**src/hw/rtl/tccc_pkg.sv**
```systemverilog
// Shared types and constants for the text console cursor control block.
`timescale 1ns / 1ps

package tccc_pkg;

    // Limits and reset values of the screen geometry
    localparam int DEF_MAX_COLUMNS = 256;
    localparam int DEF_MAX_ROWS    = 128;
    localparam int DEF_TAB_STOP    = 8;
    localparam int COLUMNS_RESET   = 80;
    localparam int ROWS_RESET      = 25;

    // Field widths
    localparam int COL_W     = 8;
    localparam int ROW_W     = 7;
    localparam int CFG_COL_W = 9;
    localparam int CFG_ROW_W = 8;
    localparam int TAB_CNT_W = 4;

    // Configuration port
    localparam int CFG_IDX_W  = 2;
    localparam int CFG_DATA_W = 9;
    localparam logic [CFG_IDX_W-1:0] CFG_COLUMNS = 2'd0;
    localparam logic [CFG_IDX_W-1:0] CFG_ROWS    = 2'd1;

    // Character codes
    localparam logic [7:0] CH_BACKSPACE = 8'd8;
    localparam logic [7:0] CH_TAB       = 8'd9;
    localparam logic [7:0] CH_NEWLINE   = 8'd10;
    localparam logic [7:0] CH_SPACE     = 8'd32;

    typedef struct packed {
        logic [7:0]  char_code;
        logic [31:0] fg_color;
        logic [31:0] bg_color;
    } char_beat_t;

    typedef struct packed {
        logic [COL_W-1:0] cell_column;
        logic [ROW_W-1:0] cell_row;
        logic [7:0]       glyph;
        logic [31:0]      draw_fg;
        logic [31:0]      draw_bg;
        logic             last_of_run;
    } cell_beat_t;

    // Effective (saturated) screen geometry
    typedef struct packed {
        logic [CFG_COL_W-1:0] columns;
        logic [CFG_ROW_W-1:0] rows;
    } geom_t;

    // Cursor update and write request from the step logic
    typedef struct packed {
        logic                 emit;
        logic                 last;
        logic [COL_W-1:0]     cell_col;
        logic [ROW_W-1:0]     cell_row;
        logic [7:0]           glyph;
        logic [COL_W-1:0]     col_next;
        logic [ROW_W-1:0]     row_next;
        logic [TAB_CNT_W-1:0] tab_left_next;
        logic                 tab_busy_next;
    } step_t;

endpackage

```
**src/hw/rtl/tccc_cfg.sv**
```systemverilog
// Geometry registers of the text console, saturated on write.
`timescale 1ns / 1ps

module tccc_cfg #(
    parameter int MAX_COLUMNS = tccc_pkg::DEF_MAX_COLUMNS,
    parameter int MAX_ROWS    = tccc_pkg::DEF_MAX_ROWS
) (
    input  logic                            clk,
    input  logic                            rst_n,
    input  logic                            cfg_valid,
    output logic                            cfg_ready,
    input  logic [tccc_pkg::CFG_IDX_W-1:0]  cfg_index,
    input  logic [tccc_pkg::CFG_DATA_W-1:0] cfg_wdata,
    output tccc_pkg::geom_t                 geom
);
    import tccc_pkg::*;

    localparam int COLS_RST = (COLUMNS_RESET > MAX_COLUMNS) ? MAX_COLUMNS : COLUMNS_RESET;
    localparam int ROWS_RST = (ROWS_RESET > MAX_ROWS) ? MAX_ROWS : ROWS_RESET;

    logic [CFG_COL_W-1:0] columns_reg, columns_next;
    logic [CFG_ROW_W-1:0] rows_reg, rows_next;
    logic [CFG_COL_W-1:0] wr_cols;
    logic [CFG_ROW_W-1:0] wr_rows;

    assign cfg_ready = 1'b1;

    always_comb
    begin
        wr_cols = cfg_wdata[CFG_COL_W-1:0];
        if (wr_cols == '0)
            wr_cols = CFG_COL_W'(1);
        else if (wr_cols > CFG_COL_W'(MAX_COLUMNS))
            wr_cols = CFG_COL_W'(MAX_COLUMNS);

        wr_rows = cfg_wdata[CFG_ROW_W-1:0];
        if (wr_rows == '0)
            wr_rows = CFG_ROW_W'(1);
        else if (wr_rows > CFG_ROW_W'(MAX_ROWS))
            wr_rows = CFG_ROW_W'(MAX_ROWS);

        columns_next = columns_reg;
        rows_next    = rows_reg;
        if (cfg_valid)
        begin
            unique case (cfg_index)
                CFG_COLUMNS: columns_next = wr_cols;
                CFG_ROWS:    rows_next    = wr_rows;
                default:     ;
            endcase
        end
    end

    always_ff @(posedge clk or negedge rst_n)
    begin
        if (!rst_n)
        begin
            columns_reg <= CFG_COL_W'(COLS_RST);
            rows_reg    <= CFG_ROW_W'(ROWS_RST);
        end
        else
        begin
            columns_reg <= columns_next;
            rows_reg    <= rows_next;
        end
    end

    assign geom.columns = columns_reg;
    assign geom.rows    = rows_reg;

endmodule

```
**src/hw/rtl/tccc_step.sv**
```systemverilog
// One cursor step: wrap, decode the character, pick the cell to write.
`timescale 1ns / 1ps

module tccc_step #(
    parameter int TAB_STOP = tccc_pkg::DEF_TAB_STOP
) (
    input  tccc_pkg::geom_t                geom,
    input  logic [tccc_pkg::COL_W-1:0]     cur_col,
    input  logic [tccc_pkg::ROW_W-1:0]     cur_row,
    input  logic [7:0]                     char_code,
    input  logic                           tab_active,
    input  logic [tccc_pkg::TAB_CNT_W-1:0] tab_left,
    output tccc_pkg::step_t                step
);
    import tccc_pkg::*;

    localparam int COL_CODES = 1 << COL_W;

    // Column modulo tab stop, built at elaboration
    logic [TAB_CNT_W-1:0] phase_tab [COL_CODES];

    for (genvar i = 0; i < COL_CODES; i++)
    begin : g_phase
        assign phase_tab[i] = TAB_CNT_W'(i % TAB_STOP);
    end

    always_comb
    begin
        logic [COL_W-1:0]     c0;
        logic [ROW_W-1:0]     r0;
        logic [ROW_W:0]       r_inc;
        logic [ROW_W:0]       r_pre;
        logic [COL_W:0]       c_inc;
        logic [TAB_CNT_W-1:0] left;
        logic [CFG_COL_W-1:0] last_col;
        logic [CFG_ROW_W-1:0] last_row;

        last_col = geom.columns - CFG_COL_W'(1);
        last_row = geom.rows - CFG_ROW_W'(1);

        // Pull a cursor left past a shrunk screen back inside it
        c0    = cur_col;
        r_pre = {1'b0, cur_row};
        if (!tab_active && ({1'b0, cur_col} >= geom.columns))
        begin
            c0    = '0;
            r_pre = {1'b0, cur_row} + (ROW_W+1)'(1);
        end
        r0 = (!tab_active && (r_pre >= geom.rows)) ? '0 : r_pre[ROW_W-1:0];

        r_inc = {1'b0, r0} + (ROW_W+1)'(1);
        c_inc = {1'b0, c0} + (COL_W+1)'(1);
        left  = tab_active ? tab_left : TAB_CNT_W'(TAB_STOP) - phase_tab[c0];

        step.emit          = 1'b1;
        step.last          = 1'b1;
        step.cell_col      = c0;
        step.cell_row      = r0;
        step.glyph         = char_code;
        step.tab_left_next = '0;
        step.tab_busy_next = 1'b0;

        // Advance one cell with the normal wrap
        if (c_inc >= geom.columns)
        begin
            step.col_next = '0;
            step.row_next = (r_inc >= geom.rows) ? '0 : r_inc[ROW_W-1:0];
        end
        else
        begin
            step.col_next = c_inc[COL_W-1:0];
            step.row_next = r0;
        end

        if (tab_active || char_code == CH_TAB)
        begin
            step.glyph         = CH_SPACE;
            step.last          = (left == TAB_CNT_W'(1));
            step.tab_left_next = left - TAB_CNT_W'(1);
            step.tab_busy_next = (left != TAB_CNT_W'(1));
        end
        else if (char_code == CH_NEWLINE)
        begin
            step.emit     = 1'b0;
            step.col_next = '0;
            step.row_next = (r_inc >= geom.rows) ? '0 : r_inc[ROW_W-1:0];
        end
        else if (char_code == CH_BACKSPACE)
        begin
            step.glyph = CH_SPACE;
            if (c0 == '0)
            begin
                step.col_next = last_col[COL_W-1:0];
                step.row_next = (r0 == '0) ? last_row[ROW_W-1:0] : r0 - ROW_W'(1);
            end
            else
            begin
                step.col_next = c0 - COL_W'(1);
                step.row_next = r0;
            end
            step.cell_col = step.col_next;
            step.cell_row = step.row_next;
        end
    end

endmodule

```
**src/hw/rtl/tccc_out_reg.sv**
```systemverilog
// Result register of the cell write channel.
`timescale 1ns / 1ps

module tccc_out_reg (
    input  logic                 clk,
    input  logic                 rst_n,
    input  logic                 load,
    input  tccc_pkg::cell_beat_t load_data,
    output logic                 space,
    output logic                 cell_valid,
    input  logic                 cell_stall,
    output tccc_pkg::cell_beat_t cell_data
);
    import tccc_pkg::*;

    logic       valid_reg, valid_next;
    cell_beat_t data_reg;

    // Free when empty or when the waiting beat leaves this cycle
    assign space      = !valid_reg || !cell_stall;
    assign valid_next = space ? load : valid_reg;

    always_ff @(posedge clk or negedge rst_n)
    begin
        if (!rst_n)
            valid_reg <= 1'b0;
        else
            valid_reg <= valid_next;
    end

    always_ff @(posedge clk)
    begin
        if (space && load)
            data_reg <= load_data;
    end

    assign cell_valid = valid_reg;
    assign cell_data  = data_reg;

endmodule

```
**src/hw/rtl/text_console_cursor_control.sv**
```systemverilog
// Top level of the text console cursor control block.
//
// Takes one formatted character beat per cycle when not stalled on the
// char channel (char_valid / char_stall, payload char_data) and emits
// character-cell write beats on the cell channel (cell_valid /
// cell_stall, cell_data) for a glyph renderer. Screen geometry comes in
// on the cfg channel: index 0 sets the column count, index 1 the row count;
// cfg_ready is always high and values are saturated to the supported range.
//
// An accepted character's first cell beat appears in the following cycle.
// Printable characters and backspace write one cell each, newline emits
// nothing. A tab emits one space per cycle while the receiver does not
// stall, from one to TAB_STOP beats, and holds char_stall high until its
// last beat is formed; that run length is what sets the rate for tabs.
//
// Reset clears the cursor to the top left cell, empties the result
// register and restores 80 columns by 25 rows. When the receiver stalls,
// the waiting cell beat holds and char_stall rises for everything but a
// newline, which only moves the cursor and is still taken.
`timescale 1ns / 1ps

module text_console_cursor_control #(
    parameter int MAX_COLUMNS = tccc_pkg::DEF_MAX_COLUMNS,
    parameter int MAX_ROWS    = tccc_pkg::DEF_MAX_ROWS,
    parameter int TAB_STOP    = tccc_pkg::DEF_TAB_STOP
) (
    input  logic                            clk,
    input  logic                            rst_n,
    input  logic                            char_valid,
    output logic                            char_stall,
    input  tccc_pkg::char_beat_t            char_data,
    output logic                            cell_valid,
    input  logic                            cell_stall,
    output tccc_pkg::cell_beat_t            cell_data,
    input  logic                            cfg_valid,
    output logic                            cfg_ready,
    input  logic [tccc_pkg::CFG_IDX_W-1:0]  cfg_index,
    input  logic [tccc_pkg::CFG_DATA_W-1:0] cfg_wdata
);
    import tccc_pkg::*;

    geom_t      geom;
    step_t      step;
    cell_beat_t cell_next;

    // Cursor and tab run state
    logic [COL_W-1:0]     col_reg, col_next;
    logic [ROW_W-1:0]     row_reg, row_next;
    logic                 tab_busy_reg, tab_busy_next;
    logic [TAB_CNT_W-1:0] tab_left_reg, tab_left_next;
    logic [31:0]          hold_fg_reg, hold_bg_reg;

    logic       space;
    logic       fire;
    logic [7:0] src_char;
    logic [31:0] src_fg;
    logic [31:0] src_bg;

    tccc_cfg #(
        .MAX_COLUMNS (MAX_COLUMNS),
        .MAX_ROWS    (MAX_ROWS)
    ) u_cfg (
        .clk       (clk),
        .rst_n     (rst_n),
        .cfg_valid (cfg_valid),
        .cfg_ready (cfg_ready),
        .cfg_index (cfg_index),
        .cfg_wdata (cfg_wdata),
        .geom      (geom)
    );

    // During a tab run the held colors drive the step; otherwise the beat
    always_comb
    begin
        src_char = tab_busy_reg ? CH_TAB : char_data.char_code;
        src_fg   = tab_busy_reg ? hold_fg_reg : char_data.fg_color;
        src_bg   = tab_busy_reg ? hold_bg_reg : char_data.bg_color;
    end

    tccc_step #(
        .TAB_STOP (TAB_STOP)
    ) u_step (
        .geom       (geom),
        .cur_col    (col_reg),
        .cur_row    (row_reg),
        .char_code  (src_char),
        .tab_active (tab_busy_reg),
        .tab_left   (tab_left_reg),
        .step       (step)
    );

    // Stall input while a tab run owns the step logic, or while the result
    // register is full; a newline needs no result slot
    assign char_stall = tab_busy_reg ||
                        (!space && (char_data.char_code != CH_NEWLINE));

    // A step runs for an accepted beat or for the next space of a tab run
    assign fire = tab_busy_reg ? space : (char_valid && !char_stall);

    always_comb
    begin
        col_next      = col_reg;
        row_next      = row_reg;
        tab_busy_next = tab_busy_reg;
        tab_left_next = tab_left_reg;
        if (fire)
        begin
            col_next      = step.col_next;
            row_next      = step.row_next;
            tab_busy_next = step.tab_busy_next;
            tab_left_next = step.tab_left_next;
        end

        cell_next.cell_column = step.cell_col;
        cell_next.cell_row    = step.cell_row;
        cell_next.glyph       = step.glyph;
        cell_next.draw_fg     = src_fg;
        cell_next.draw_bg     = src_bg;
        cell_next.last_of_run = step.last;
    end

    always_ff @(posedge clk or negedge rst_n)
    begin
        if (!rst_n)
        begin
            col_reg      <= '0;
            row_reg      <= '0;
            tab_busy_reg <= 1'b0;
            tab_left_reg <= '0;
        end
        else
        begin
            col_reg      <= col_next;
            row_reg      <= row_next;
            tab_busy_reg <= tab_busy_next;
            tab_left_reg <= tab_left_next;
        end
    end

    // Capture the colors of every accepted beat; a tab run drives them
    always_ff @(posedge clk)
    begin
        if (fire && !tab_busy_reg)
        begin
            hold_fg_reg <= char_data.fg_color;
            hold_bg_reg <= char_data.bg_color;
        end
    end

    tccc_out_reg u_out (
        .clk        (clk),
        .rst_n      (rst_n),
        .load       (fire && step.emit),
        .load_data  (cell_next),
        .space      (space),
        .cell_valid (cell_valid),
        .cell_stall (cell_stall),
        .cell_data  (cell_data)
    );

endmodule

```
**config.mk**
```make
export PLATFORM = sky130hd
export DESIGN_NAME = text_console_cursor_control
export DESIGN_NICKNAME = d
export VERILOG_FILES = /design/src/hw/rtl/tccc_pkg.sv /design/src/hw/rtl/tccc_cfg.sv /design/src/hw/rtl/tccc_step.sv /design/src/hw/rtl/tccc_out_reg.sv /design/src/hw/rtl/text_console_cursor_control.sv
export SDC_FILE = /design/constraint.sdc
export NUM_CORES = 1
export LEC_CHECK = 0
export BUFFER_PORTS_ARGS = -buffer_cell sky130_fd_sc_hd__buf_4
export CAP_MARGIN = 20
export CORE_MARGIN = 3
export CORE_UTILIZATION = 40
export DETAILED_ROUTE_END_ITERATION = 10
export SYNTH_ARGS = -nofsm -noshare
export SYNTH_HDL_FRONTEND = slang
export SYNTH_HIERARCHICAL = 1
export SYNTH_SLANG_ARGS = --single-unit
```
**constraint.sdc**
```tcl
create_clock -name clk -period 6.3 [get_ports clk]
set_clock_uncertainty 0.05 [all_clocks]
set_input_delay 0.315 -clock clk [delete_from_list [all_inputs] [get_ports clk]]
set_output_delay 0.315 -clock clk [all_outputs]
set_load 0.05 [all_outputs]
```
# --- Word level (Yosys, flattened, before mapping) ---
# Memory sizes are Yosys's and may differ from the RTL's.
# Index checks and enable logic that the tools add are counted.
classes:
  n_lt_le_gt_ge: 7
  eq_ne: 7
  muxes: 26
  n_reduce_logical: 22
  addsub: 9
  n_bitwise: 1
ops:
  columns: ["cell", "n"]
  rows:
  - ["$mux W15", 5]
  - ["$mux W32", 2]
  - ["$mux W8", 5]
  - ["$mux W38", 1]
  - ["$eq A8 B4 Y1 const B", 3]
  - ["$mux W23", 1]
  - ["$mux W7", 3]
  - ["$mux W9", 2]
  - ["$add A7 B1 Y8 const B", 2]
  - ["$ge A8 B8 Y1", 2]
  - ["$logic_not A8 Y1", 2]
  - ["$sub A8 B1 Y8 const B", 2]
  - ["$sub A7 B1 Y7 const B", 2]
  - ["$mux W4", 3]
  - ["$add A8 B1 Y9 const B", 1]
  - ["$ge A8 B9 Y1", 1]
  - ["$ge A9 B9 Y1", 1]
  - ["$ge A9 B9 Y1 const B", 1]
  - ["$gt A9 B9 Y1 const B", 1]
  - ["$logic_not A9 Y1", 1]
  - ["$not A8 Y9", 1]
  - ["$gt A8 B8 Y1 const B", 1]
  - ["$ne A8 B4 Y1 const B", 1]
  - ["$logic_and A1 B1 Y1", 7]
  - ["12 further kinds", 21]
word_totals:
  output_inout_bits: 91
  elab_cells: 88
  reg_bits: 190
  memories: 1
  mem_bits_ro: 1024
  in_bits: 88
mem_list:
  columns: ["name", "depth", "word_bits", "rd", "rd_clocked_by_memory_dff", "write_ports", "line", "rtl"]
  rows:
  - ["(name not given)", 256, 4, 1, 0, 0, "tccc_step.sv:53", "left = tab_active ? tab_left : TAB_CNT_W'(TAB_STOP) - phase_tab[c0];"]

# --- Depth between registers and ports, before layout ---
depth:
  ltp_word: 13
  mapped_depth: 32
  ltp_nobuf: 29

# --- Hierarchy ---
# Netlist, hierarchy kept.
by_module_without_submodules:
  columns: ["module", "seq_area_each_um2", "area_per_inst_um2", "instances", "cells_per_inst"]
  rows:
  - ["text_console_cursor_control", 2422.3, 4495.6, 1, 314]
  - ["tccc_step", 0.0, 2772.7, 1, 419]
  - ["tccc_out_reg", 2667.6, 2690.1, 1, 92]
  - ["tccc_cfg", 431.7, 768.2, 1, 75]

# --- Least setup slack after synthesis ---
# Ideal clock, no wire load.
synth_timing:
  path_type: "register to register"
  start: "register u_cfg.columns_reg[6]"
  end: "register row_reg[6]"
  arrival_time_ns: 6.400
  setup_ns: 0.141
  path_stages_with_launch: 32
  setup_slack_ns: -0.290
  path_buffers: 3
  period_less_slack_ns: 6.590
  required_ns: 6.109
  path_cell_list: "dfstp_2 > inv_1 > ha_1 > a211oi_2 > nor4_1 > a211oi_1 > clkbuf_1 > clkbuf_1 > nor2_1 > and3_1 > ha_1 > nand2_1 > nor3_1 > a21oi_1 > buf_2 > a21o_1 > mux2_2 > inv_1 > ha_1 > nand3_2 > nor3_2 > nand2_1 > mux2i_1 > ha_1 > nand4_1 > a2111o_1 > xnor2_1 > o22ai_1 > a21o_1 > mux2_2 > a221oi_1 > o311ai_1"
synth_rtl:
  columns: ["item", "line", "rtl"]
  rows:
  - ["start: declaration", "tccc_cfg.sv:21", "logic [CFG_COL_W-1:0] columns_reg, columns_next;"]
  - ["start signal: assignment", "tccc_cfg.sv:58", "columns_reg <= CFG_COL_W'(COLS_RST);"]
  - ["start signal: assignment", "tccc_cfg.sv:63", "columns_reg <= columns_next;"]
  - ["end signal: assignment", "text_console_cursor_control.sv:134", "row_reg <= row_next;"]
  - ["end: declaration", "text_console_cursor_control.sv:48", "logic [ROW_W-1:0] row_reg, row_next;"]

==> key figures <==
Cells and area
  • Layout cells sized above 1: 31.7%
  • Layout Nets: 1273
  • N_diodes: 0
  • P&R area growth vs syn: 29.8%
  • Max FFs per register: 88

Die
  • Die width: 170 um
  • Starting Density: 40.9%
  • Height of the die: 170 um
  • Core ar.: 26200 um^2
  • Rows: 59
  • Die area: 28800 um^2
  • Ports: 179

Yosys
  • Yosys warnings: 6
  • Post-Syn Area: 10700 um^2
  • Top cell type's share of synthesized area: 42.6%
  • Cells after synthesis: 900
  • Post-synth EDFFs: 152
  • Sequential-to-total area share from yosys stat: 51.5%
  • Yosys top cell by area: edfxtp_1
  • Syn Nets: 1030
  • Area contributors post-synth: edfxtp_1, dfrtp_1, mux2_1, ha_1, mux2_4
  • Main synth FF type: edfxtp_1
  • Post-synthesis register bit count: 190
  • Post-synth ARST share: 20.0%
  • Avg Inst Size Synth: 11.9 um^2
  • Yosys cell types: 79

Placed design
  • # port buffers: 177
  • DP Wirelength: 19300 um
  • Gpl congestion: 0.902
  • Setup WS pre-CTS: -0.0139 ns

Min path
  • Hold depth: 1
  • Worst hold-check path type: in -> reg

Critical path
  • CP startpoint kind: flop
  • CP Data Required Time: 6.54 ns
  • Worst r2r src: u_cfg/columns_reg[4]
  • Crit-path max FO: 6
  • WS Path Type: reg -> reg
  • Signal arrival time at the worst endpoint: 6.19 ns
  • Worst path max stage delay: 0.56 ns
  • Crit path to: row_reg[3]
  • Worst Reg-to-Reg Cells: 32
  • Slowest stage cell, crit path: dfstp_2
  • Critical Path End Type: flop
  • R2R Path End: row_reg[3]
  • Crit path launch: u_cfg/columns_reg[4]
  • R2R Setup Slk: 0.34 ns

Power
  • Switch Pwr: 0.00244 W
  • Switching Share: 42.3%
  • Leakage: 5.59 nW
  • Clock Power Share: 19.8%
  • Comb power frac: 51.7%
  • Peak VDD IR: 354 uV
  • PD cells: 414 nW/um^2
  • Part of the power in registers: 28.5%
  • Internal: 0.00333 W

Timing
  • Final period util: 94.5%
  • Final setup viols: 0
  • Worst-Margin Slew: 0.993 ns
  • Minimum clock period after layout: 5.96 ns
  • Worst hold slack: 0.0254 ns
  • Final setup margin: 0.345 ns
  • Slew Limit Fails: 0
  • Fmax achieved: 0.168 GHz
  • Max transition margin: 33.3%
  • Hold Vio Cnt, Final: 0

Drt
  • Avg WL per Cell: 19.3 um
  • Antenna-violating nets left: 0
  • First DRT Iteration DRCs: 790
  • Drt total wl: 28800 um
  • Vias per Instance: 5.50
  • DRC violations left: 0
  • DR pass1 iterations: 5
  • Vias: 8200

Clock network
  • CTS tree: done
  • Clk buf depth: 2
  • Num Clock Sinks: 190
  • Root buf cell: clkbuf_16
  • Inserted Clock Buffers: 17
  • Clk slew on worst S/H paths: 0.08 ns
  • H-tree depth: 4
  • Worst skew pair latency: 0.44 ns

Status
  • Outcome: finished clean

Global route
  • GRT Total Usage: 19.1%
  • Antenna violations before repair: 0
  • First-pass GRT wire length: 43500 um
  • Overflow after GRT: 0
  • Largest net degree at the start of global routing: 77
  • Vias in the first global route: 7809

Run
  • Max-cap violation count: 0
## power by group through the flow
stage	Combinational (W)	Clock, W	Sequential, W
2_1_floorplan	0.00180	0	0.00182
3_3_place_gp	0.00270	0	0.00166
3_5_place_dp	0.00272	0	0.00167
4_1_cts	0.00278	0.00118	0.00164
5_1_grt	0.00325	0.00122	0.00166
6_report	0.00298	0.00114	0.00164
## worst min path at each step
| stage | end | startpoint |
|---|---|---|
| after global placement | u_cfg/rows_reg[1] | rst_n |
| after global routing | hold_fg_reg[2] | char_data[34] |
| final | hold_fg_reg[2] | char_data[34] |
| after detailed placement | u_cfg/rows_reg[1] | rst_n |
| after CTS | hold_fg_reg[7] | char_data[39] |
| after floorplan | col_reg[0] | rst_n |
## metal layers
layer | share of wire [%] | GRT usage [%] | up-vias
li1 | - | - | 3880
met1 | 45 | 26.2 | 4002
met2 | 47 | 30.9 | 272
met3 | 5.1 | 2.87 | 46
met4 | 2.5 | 6.76 | 0
met5 | 0 | 0 | -
## placed cells by master (no fill, tap or decap), types with 5 or more instances in the layout
cell / n
mux2_4: 19
a221oi_2: 18
nor2_1: 41
and2_1: 8
nand3_1: 16
xnor2_1: 13
mux2i_1: 5
o21ai_1: 12
a211oi_2: 5
dfstp_2: 5
inv_2: 5
ha_1: 36
mux2_1: 65
nand2b_1: 20
dfrtp_1: 31
xor2_1: 11
o21ai_0: 40
and3_1: 25
dlygate4sd3_1: 54
nand4_1: 22
nor3_1: 9
clkbuf_16: 17
o211ai_1: 7
buf_4: 223
a21o_1: 5
inv_1: 43
o311ai_1: 20
a21oi_1: 26
nor2b_1: 12
edfxtp_1: 152
nand2_1: 65
## repair_timing
| action | in CTS | in global routing |
|---|---|---|
| setup buffers | 1 | 6 |
| gates resized for setup | 4 | 29 |
| hold endpoints to repair | 76 | 10 |
| hold buffers | 44 | 10 |
| endpoints found under the setup margin | 2 | 7 |
| cloned | 0 | 0 |
| pin swaps | 1 | 17 |
## metrics by stage
stage	setup TNS [ns]	instance area [um^2]	std cells	util [%]	total power [W]
detailed placement	-0.0139	12500	1398	47.9	0.00439
global route	-0.146	13900	1491	53.1	0.00614
floorplan	0	10700	900	-	0.00362
finish	0	13900	1491	53.1	0.00577
global placement	0	12500	1398	47.9	0.00436
CTS	0	13600	1475	52.1	0.00560
## cells in the mapped netlist (20+ instances only)
cell      count
edfxtp_1    152
a21oi_1      27
inv_1        46
o21ai_0      41
nand2b_1     20
clkbuf_1     24
and3_1       26
nand4_1      22
mux2_1       65
nand2_1      69
dfrtp_1      33
buf_2        21
ha_1         42
o311ai_1     20
nor2_1       43
## cell type report
| cell class | count | area [um^2] |
|---|---|---|
| clock inverters | 15 | 199 |
| fillers | 2261 | 12300 |
| flip-flops and latches | 190 | 5530 |
| well taps | 335 | 419 |
| clock buffers | 17 | 425 |
| repair buffers | 278 | 2230 |
| multi-input cells | 608 | 4940 |
| inverters | 48 | 180 |
## logic make-up after synthesis
logic type	after synthesis	share of synthesized area, %
AO/OA/AOI/OAI	191	14.0
AND/OR/NAND/NOR	255	12.7
XOR/XNOR	25	2.04
other	1	0.0350
adder cells (fa/ha/maj)	42	4.90
buffers and inverters	102	4.41
multiplexers	94	10.4
flip-flops	190	51.5
## critical path, delay by kind of cell, from the launching register on
family          cells  cell delay (ns)
mux                 1             0.28
flops               1             0.56
fa+ha+maj           4             1.09
buf+inv             5             0.63
xor+xnor            1             0.15
compound gates     13             2.08
simple gates        8             0.96
Power figures use the tool's default switching activity.
